--- config.mk ---
export PLATFORM = sky130hd
export DESIGN_NAME = conv_batchnorm_fold_top
export DESIGN_NICKNAME = d
export VERILOG_FILES = /design/src/sv/cbf_pkg.sv /design/src/sv/conv_batchnorm_fold_top.sv /design/src/sv/cbf_csub.sv /design/src/sv/cbf_seq.sv
export SDC_FILE = /design/constraint.sdc
export NUM_CORES = 2
export LEC_CHECK = 0
export BUFFER_PORTS_ARGS = -buffer_cell sky130_fd_sc_hd__buf_4
export CORE_AREA = 2 2 328 330
export CTS_CLUSTER_SIZE = 16
export DETAILED_ROUTE_END_ITERATION = 12
export DIE_AREA = 0 0 330 332
export PLACE_DENSITY = 0.85
export SYNTH_ARGS = -nofsm -noshare
export SYNTH_HDL_FRONTEND = slang
export SYNTH_SLANG_ARGS = --single-unit
--- constraint.sdc ---
create_clock -name clk -period 9 [get_ports clk]
set_clock_uncertainty 0.15 [all_clocks]
set_input_delay 0.9 -clock clk [delete_from_list [all_inputs] [get_ports clk]]
set_output_delay 0.9 -clock clk [all_outputs]
set_load 0.02 [all_outputs]
--- src/sv/cbf_pkg.sv ---
`timescale 1ns / 1ps

package cbf_pkg;

	localparam int UNIT_W = 34;
	localparam int CNT_W  = 6;

	localparam logic OP_PARAM  = 1'b0;
	localparam logic OP_WEIGHT = 1'b1;

	typedef enum logic [2:0] {
		S_IDLE,
		S_SQRT,
		S_MUL,
		S_DIV,
		S_ACC,
		S_DONE
	} cbf_state_t;

	typedef struct packed {
		logic        opcode;
		logic [31:0] bn_scale;
		logic [31:0] bn_mean;
		logic [30:0] bn_variance;
		logic [31:0] filter_bias;
		logic [31:0] weight_value;
	} cbf_item_t;

	typedef struct packed {
		logic        result_kind;
		logic [31:0] result_value;
		logic        saturated;
	} cbf_res_t;

	typedef struct packed {
		logic ge;
		logic [UNIT_W-1:0] diff;
	} cbf_cs_t;

endpackage

--- src/sv/conv_batchnorm_fold_top.sv ---
`timescale 1ns / 1ps

// channel | dir | handshake                  | payload
// s       | in  | s_tvalid / s_tready        | s_tuser: opcode; s_tdata: see port
// m       | out | m_tvalid / m_tready        | m_tuser: kind, saturated; m_tdata: value
// cfg     | in  | cfg_valid / cfg_ready      | cfg_data: fold_enable
//
// Parameter word: ceil((31+FRAC_BITS)/2) root steps, a multiply, 64 divide steps,
// one subtract and the result; a weight word skips the root steps and subtract.
// Unfolded: no multiply or divide. Root and divide steps share one compare-subtract.
// Reset: fold_enable 1, denominator 1 LSB, scale 0. No clearing pass.
// A finished result sits in the output register; the next word is taken meanwhile.
module conv_batchnorm_fold_top
	import cbf_pkg::*;
#(
	parameter int FRAC_BITS = 16
) (
	input  logic         clk,
	input  logic         arst_n,
	input  logic         s_tvalid,
	output logic         s_tready,
	// [31:0] bn_scale, [63:32] bn_mean, [94:64] bn_variance,
	// [126:95] filter_bias, [158:127] weight_value, [159] zero
	input  logic [159:0] s_tdata,
	// [0] opcode
	input  logic         s_tuser,
	output logic         m_tvalid,
	input  logic         m_tready,
	// [31:0] result_value
	output logic [31:0]  m_tdata,
	// [0] result_kind, [1] saturated
	output logic [1:0]   m_tuser,
	input  logic         cfg_valid,
	output logic         cfg_ready,
	input  logic         cfg_data
);

	logic      fold_q;
	logic      m_valid_q;
	cbf_res_t  out_q;
	cbf_item_t item;
	cbf_res_t  res;
	logic      res_valid;
	logic      res_take;
	logic      seq_ready;

	assign item.opcode       = s_tuser;
	assign item.bn_scale     = s_tdata[31:0];
	assign item.bn_mean      = s_tdata[63:32];
	assign item.bn_variance  = s_tdata[94:64];
	assign item.filter_bias  = s_tdata[126:95];
	assign item.weight_value = s_tdata[158:127];

	assign cfg_ready = 1'b1;
	assign s_tready  = seq_ready;
	assign res_take  = res_valid && (!m_valid_q || m_tready);

	cbf_seq #(
		.FRAC_BITS(FRAC_BITS)
	) u_seq (
		.clk        (clk),
		.arst_n     (arst_n),
		.fold_enable(fold_q),
		.item_valid (s_tvalid),
		.item       (item),
		.ready      (seq_ready),
		.res_valid  (res_valid),
		.res_take   (res_take),
		.res        (res)
	);

	always_ff @(posedge clk or negedge arst_n) begin
		if (!arst_n) begin
			fold_q    <= 1'b1;
			m_valid_q <= 1'b0;
		end else begin
			if (cfg_valid && cfg_ready)
				fold_q <= cfg_data;
			if (res_take)
				m_valid_q <= 1'b1;
			else if (m_tready)
				m_valid_q <= 1'b0;
		end
	end

	always_ff @(posedge clk) begin
		if (res_take)
			out_q <= res;
	end

	assign m_tvalid = m_valid_q;
	assign m_tdata  = out_q.result_value;
	assign m_tuser  = {out_q.saturated, out_q.result_kind};

endmodule

--- src/sv/cbf_csub.sv ---
`timescale 1ns / 1ps

// shared compare-subtract step, used by both the root and the divide recurrence
module cbf_csub
	import cbf_pkg::*;
(
	input  logic [UNIT_W-1:0] rem,
	input  logic [UNIT_W-1:0] trial,
	output cbf_cs_t           res
);

	logic [UNIT_W:0] sub;

	assign sub      = {1'b0, rem} - {1'b0, trial};
	assign res.ge   = ~sub[UNIT_W];
	assign res.diff = sub[UNIT_W-1:0];

endmodule

--- src/sv/cbf_seq.sv ---
`timescale 1ns / 1ps

module cbf_seq
	import cbf_pkg::*;
#(
	parameter int FRAC_BITS = 16
) (
	input  logic      clk,
	input  logic      arst_n,
	input  logic      fold_enable,
	input  logic      item_valid,
	input  cbf_item_t item,
	output logic      ready,
	output logic      res_valid,
	input  logic      res_take,
	output cbf_res_t  res
);

	localparam int SQ_STEPS = (31 + FRAC_BITS + 1) / 2;
	localparam int SQ_W     = 2 * SQ_STEPS;
	localparam int SQ_SH    = 64 - SQ_W + FRAC_BITS;

	cbf_state_t state_q, state_d;

	logic              op_q;
	logic              neg_q;
	logic [31:0]       a_q, b_q;
	logic signed [31:0] bias_q;
	logic [UNIT_W-1:0] r_q;
	logic [63:0]       q_q;
	logic [63:0]       n_q;
	logic [CNT_W-1:0]  cnt_q;
	logic [31:0]       den_q;
	logic [31:0]       scale_q;
	logic signed [63:0] val_q;

	logic              accept;
	logic              last_step;
	logic [UNIT_W-1:0] unit_rem, unit_trial;
	cbf_cs_t           cs;
	logic [31:0]       abs_w, abs_sc, abs_st, abs_mean;
	logic [31:0]       root_next;
	logic signed [63:0] q_signed;

	assign accept    = item_valid && ready;
	assign last_step = (cnt_q == '0);

	assign unit_rem   = (state_q == S_SQRT) ? {r_q[31:0], n_q[63:62]} : {r_q[32:0], n_q[63]};
	assign unit_trial = (state_q == S_SQRT) ? {q_q[31:0], 2'b01} : {2'b00, den_q};

	cbf_csub u_csub (
		.rem  (unit_rem),
		.trial(unit_trial),
		.res  (cs)
	);

	assign abs_w     = item.weight_value[31] ? -item.weight_value : item.weight_value;
	assign abs_sc    = item.bn_scale[31] ? -item.bn_scale : item.bn_scale;
	assign abs_st    = scale_q[31] ? -scale_q : scale_q;
	assign abs_mean  = item.bn_mean[31] ? -item.bn_mean : item.bn_mean;
	// root including the bit decided in this last step, plus one LSB
	assign root_next = {q_q[30:0], cs.ge} + 32'd1;
	assign q_signed  = neg_q ? -$signed(q_q) : $signed(q_q);

	// next state
	always_comb begin
		state_d = state_q;
		unique case (state_q)
			S_IDLE: begin
				if (accept) begin
					if (item.opcode == OP_PARAM)
						state_d = S_SQRT;
					else if (fold_enable)
						state_d = S_MUL;
					else
						state_d = S_DONE;
				end
			end
			S_SQRT: begin
				if (last_step)
					state_d = fold_enable ? S_MUL : S_DONE;
			end
			S_MUL: state_d = S_DIV;
			S_DIV: begin
				if (last_step)
					state_d = S_ACC;
			end
			S_ACC: state_d = S_DONE;
			S_DONE: begin
				if (res_take)
					state_d = S_IDLE;
			end
			default: state_d = S_IDLE;
		endcase
	end

	// outputs
	always_comb begin
		ready            = 1'b0;
		res_valid        = 1'b0;
		res.result_kind  = op_q;
		res.result_value = val_q[31:0];
		res.saturated    = 1'b0;
		unique case (state_q)
			S_IDLE: ready = 1'b1;
			S_DONE: begin
				res_valid = 1'b1;
				if (val_q > 64'sd2147483647) begin
					res.result_value = 32'h7FFF_FFFF;
					res.saturated    = 1'b1;
				end else if (val_q < -64'sd2147483648) begin
					res.result_value = 32'h8000_0000;
					res.saturated    = 1'b1;
				end
			end
			default: ;
		endcase
	end

	always_ff @(posedge clk or negedge arst_n) begin
		if (!arst_n) begin
			state_q <= S_IDLE;
			den_q   <= 32'd1;
			scale_q <= '0;
		end else begin
			state_q <= state_d;
			if (accept && item.opcode == OP_PARAM)
				scale_q <= item.bn_scale;
			if (state_q == S_SQRT && last_step)
				den_q <= root_next;
		end
	end

	always_ff @(posedge clk) begin
		unique case (state_q)
			S_IDLE: begin
				if (accept) begin
					op_q   <= item.opcode;
					bias_q <= item.filter_bias;
					r_q    <= '0;
					q_q    <= '0;
					if (item.opcode == OP_PARAM) begin
						n_q   <= 64'(item.bn_variance) << SQ_SH;
						cnt_q <= CNT_W'(SQ_STEPS - 1);
						a_q   <= abs_sc;
						b_q   <= abs_mean;
						neg_q <= item.bn_scale[31] ^ item.bn_mean[31];
						val_q <= 64'(signed'(item.filter_bias));
					end else begin
						a_q   <= abs_w;
						b_q   <= abs_st;
						neg_q <= item.weight_value[31] ^ scale_q[31];
						val_q <= 64'(signed'(item.weight_value));
					end
				end
			end
			S_SQRT: begin
				r_q   <= cs.ge ? cs.diff : unit_rem;
				q_q   <= {q_q[62:0], cs.ge};
				n_q   <= {n_q[61:0], 2'b00};
				cnt_q <= cnt_q - 1'b1;
			end
			S_MUL: begin
				n_q   <= 64'(a_q) * 64'(b_q);
				r_q   <= '0;
				q_q   <= '0;
				cnt_q <= '1;
			end
			S_DIV: begin
				r_q   <= cs.ge ? cs.diff : unit_rem;
				q_q   <= {q_q[62:0], cs.ge};
				n_q   <= {n_q[62:0], 1'b0};
				cnt_q <= cnt_q - 1'b1;
			end
			S_ACC: begin
				if (op_q == OP_WEIGHT)
					val_q <= q_signed;
				else
					val_q <= 64'(bias_q) - q_signed;
			end
			default: ;
		endcase
	end

	a_den_nonzero: assert property (@(posedge clk) disable iff (!arst_n)
		den_q != '0)
		else $error("denominator reached zero");

	a_rem_bound: assert property (@(posedge clk) disable iff (!arst_n)
		state_q == S_DIV |-> r_q < {2'b00, den_q})
		else $error("divide remainder not below denominator");

	a_take_idle: assert property (@(posedge clk) disable iff (!arst_n)
		res_take |=> state_q == S_IDLE)
		else $error("sequencer did not return to idle after result taken");

	a_res_held: assert property (@(posedge clk) disable iff (!arst_n)
		res_valid && !res_take |=> res_valid && $stable(val_q))
		else $error("pending result dropped or changed");

endmodule
==> flow_summary_export.csv <==
group,metric,value,unit
run,drv_cap,0,
clock_network,clk_latency,650,ps
global_routing,grt_pass1_vias,51600,
floorplanning,die_y,332,µm
critical_path,worstPathMaxFanout,14,
critical_path,slowest_stage,"edfxtp_1",
clock_network,path_clk_slew,70,ps
floorplanning,die_w,330,µm
timing,min_period,8750,ps
logic_synthesis,synth_fp_nets,8067,
logic_synthesis,syn_inst,6633,
route,dr.pass1.iters,10,
critical_path,crit_path_end_kind,"register",
global_routing,antenna_found_initial,3,
clock_network,numCtsBuffers,46,
placement,portBuffers,201,
route,ant_nets,0,
logic_synthesis,syn_avg_cell_area,9.38,µm²
critical_path,crit_path_start_kind,"register",
route,dr_total_vias,49800,
timing,fin_ws,253,ps
critical_path,crit_top_cell,"fa_1",
global_routing,overflow,0,
status,violations,"DRC",
logic_synthesis,ys_seq_area_frac,0.203,
clock_network,cts-root-buf,"clkbuf_16",
timing,slew_violations,0,
timing,finalHoldWorstSlack,289,ps
floorplanning,dieArea,110000,µm²
timing,finalHoldViolations,0,
clock_network,clockBufferDepth,3,
clock_network,cts_sinks,432,
global_routing,grt_util_all_layers,0.321,
logic_synthesis,syn_area,62200,µm²
critical_path,cp_data_arrival_time,8950,ps
floorplanning,io_pins,204,
timing,maxSlewHeadroom,0.180,
cells_and_area,diodes,0,
cells_and_area,syn2layout_area_growth,7.62,%
clock_network,cts_max_level,2,
logic_synthesis,ys_seq_elements,432,
critical_path,required,9200,ps
critical_path,crit_chain,"and2_1 -> fa_1 -> inv_1 -> fa_1 -> inv_1 -> fa_1 -> fa_1 -> fa_1 -> fa_1 -> fa_1 -> fa_1 -> ha_1 -> nand2_1 -> or2_2 -> nor4_1 -> o211ai_1 -> nand3_1 -> a41o_1 -> a21oi_1 -> o21ai_0 -> o31ai_1 -> xor2_1 -> o221ai_1",
logic_synthesis,async_flop_share,0.160,
placement,pre_cts_slack,299,ps
timing,tightest_slew,1230,ps
route,viasPerCell,6.17,
floorplanning,core-area,106000,µm²
floorplanning,row_count,120,
route,drt_iter0_drc,4875,
global_routing,grt_max_degree,88,
status,outcome,"complete, but fails checks",
placement,post-dp-hpwl,138000,µm
cells_and_area,drive_gt1_frac,0.0838,
timing,period_share,0.972,
global_routing,grt_first_pass_wirelength,277000,µm
hold_path,min_path_type,"input pin to register",
critical_path,path_class,"register to register",
timing,fmax,114,MHz
floorplanning,initial_core_util,0.585,
logic_synthesis,synth_ff_type,"edfxtp_1",
route,wl,178000,µm
cells_and_area,fillers,8309,
logic_synthesis,yosys_warnings,0,
placement,gp_congestion,0.987,
route,drc,3,
timing,setup_viol,0,
critical_path,critPathMaxStageDelay,760,ps
cells_and_area,fin_nets,8057,
route,wl_per_cell,22.0,µm
logic_synthesis,synth.distinct_cells,90,
logic_synthesis,synth_edf_count,363,
clock_network,cts_tree,"done",
## critical path, delay by kind of cell, from the launching register on
kind	cells	cell delay, ps
AO/OA/AOI/OAI	6	1250
adder cells (fa/ha/maj)	9	4440
XOR/XNOR	1	210
AND/OR/NAND/NOR	5	1510
buffers and inverters	2	110
flip-flops	1	760
## metrics by stage
stage / std cells / setup TNS (ps) / instance area [µm²] / utilization
after floorplan: 6633 / 0 / 62200 / -
after global placement: 7951 / 0 / 65000 / 0.611
after detailed placement: 7951 / 0 / 65000 / 0.611
after CTS: 8038 / 0 / 66600 / 0.626
after global routing: 8064 / -24.9 / 67000 / 0.630
final: 8064 / 0 / 67000 / 0.630
## layer usage
metal | share of wire | track usage | wire (µm)
met5 | 0.000062 | 0 | 11
met4 | 0.061 | 0.160 | 10900
met3 | 0.10 | 0.0644 | 18300
met2 | 0.47 | 0.522 | 83000
met1 | 0.37 | 0.409 | 65500
## layout make-up
type	instances	area [µm²]	share of cell area
tap	1403	1760	0.0262
clock buffer	61	1300	0.0194
timing repair buffer	357	2900	0.0433
sequential	432	12600	0.189
clock inverter	25	273	0.00407
multi-input combinational	4887	44700	0.668
inverter	899	3380	0.0504
## repair_timing
item | CTS | global route
gates resized for setup | 0 | 2
setup buffers | 0 | 26
hold buffers | 1 | 0
endpoints found under the hold margin | 1 | 0
setup endpoints to repair | 0 | 9
## cell usage in the layout, fill, tap and decap left out, types with 71 or more instances in the layout
master / n
xnor2_1: 155
ha_1: 369
edfxtp_1: 363
xor2_1: 198
mux2i_1: 115
and2_1: 599
nand2_1: 757
inv_1: 896
buf_4: 333
and3_1: 108
mux2_2: 71
nor2_1: 223
o21ai_0: 263
a21oi_1: 242
fa_1: 898
a21o_1: 112
## cells by family (layout without fill, tap and decap cells)
group | count (synthesis) | in the layout | share of synthesized area
buffers and inverters | 1314 | 1342 | 0.0795
flip-flops | 432 | 432 | 0.203
AND/OR/NAND/NOR | 2043 | 2043 | 0.166
AO/OA/AOI/OAI | 1037 | 1037 | 0.108
other | 1 | 1 | 0.0000603
multiplexers | 186 | 186 | 0.0313
XOR/XNOR | 353 | 353 | 0.0497
adder cells (fa/ha/maj) | 1267 | 1267 | 0.363
## cell usage after synthesis (30+ instances only)
cell / count / area (µm²)
mux2i_1: 115 / 1150
o221ai_1: 30 / 263
nor2_1: 226 / 848
a21o_1: 112 / 841
edfxtp_1: 363 / 10900
inv_1: 897 / 3370
mux2_2: 71 / 800
and2_1: 599 / 3750
a21oi_1: 243 / 1220
clkbuf_1: 380 / 1430
buf_1: 31 / 116
dfrtp_1: 67 / 1680
o211ai_1: 39 / 293
a211oi_1: 32 / 240
and3_1: 108 / 676
o22ai_1: 37 / 231
o31ai_1: 59 / 443
o21ai_0: 265 / 1330
nand4_1: 61 / 382
xnor2_1: 155 / 1360
nand3_1: 68 / 340
nor3_1: 44 / 220
xor2_1: 198 / 1730
fa_1: 898 / 18000
or3_1: 31 / 194
ha_1: 369 / 4620
nand2_1: 759 / 2850
o41ai_1: 32 / 280
## sequential cells by signal, indices dropped and copies added, names as in the netlist
register,count
m_tdata,32
u_seq.op_q,1
u_seq.neg_q,1
u_seq.cnt_q,6
u_seq.q_q,64
m_tvalid,1
u_seq.scale_q,32
u_seq.den_q,32
u_seq.b_q,32
u_seq.r_q,33
m_tuser,2
u_seq.a_q,32
u_seq.n_q,64
fold_q,1
u_seq.bias_q,32
u_seq.state_q,3
u_seq.val_q,64
## worst paths after layout
kind | startpoint | to | slack, ps | cells after the start
setup / recovery | u_seq.a_q[10] | u_seq.n_q[59] | 250 | 23
hold / removal | s_tdata[98] | u_seq.bias_q[3] | 290 | 1
setup reg to reg | u_seq.a_q[10] | u_seq.n_q[59] | 250 | 23
hold reg to reg | u_seq.den_q[0] | u_seq.den_q[0] | 330 | 2
max in group asynchronous | arst_n | u_seq.state_q[0] | 6960 | 3
min in group asynchronous | arst_n | u_seq.scale_q[30] | 470 | 2
Power is not shown: default switching activity piles up to over one toggle a cycle in this logic, so the estimate is an artifact.
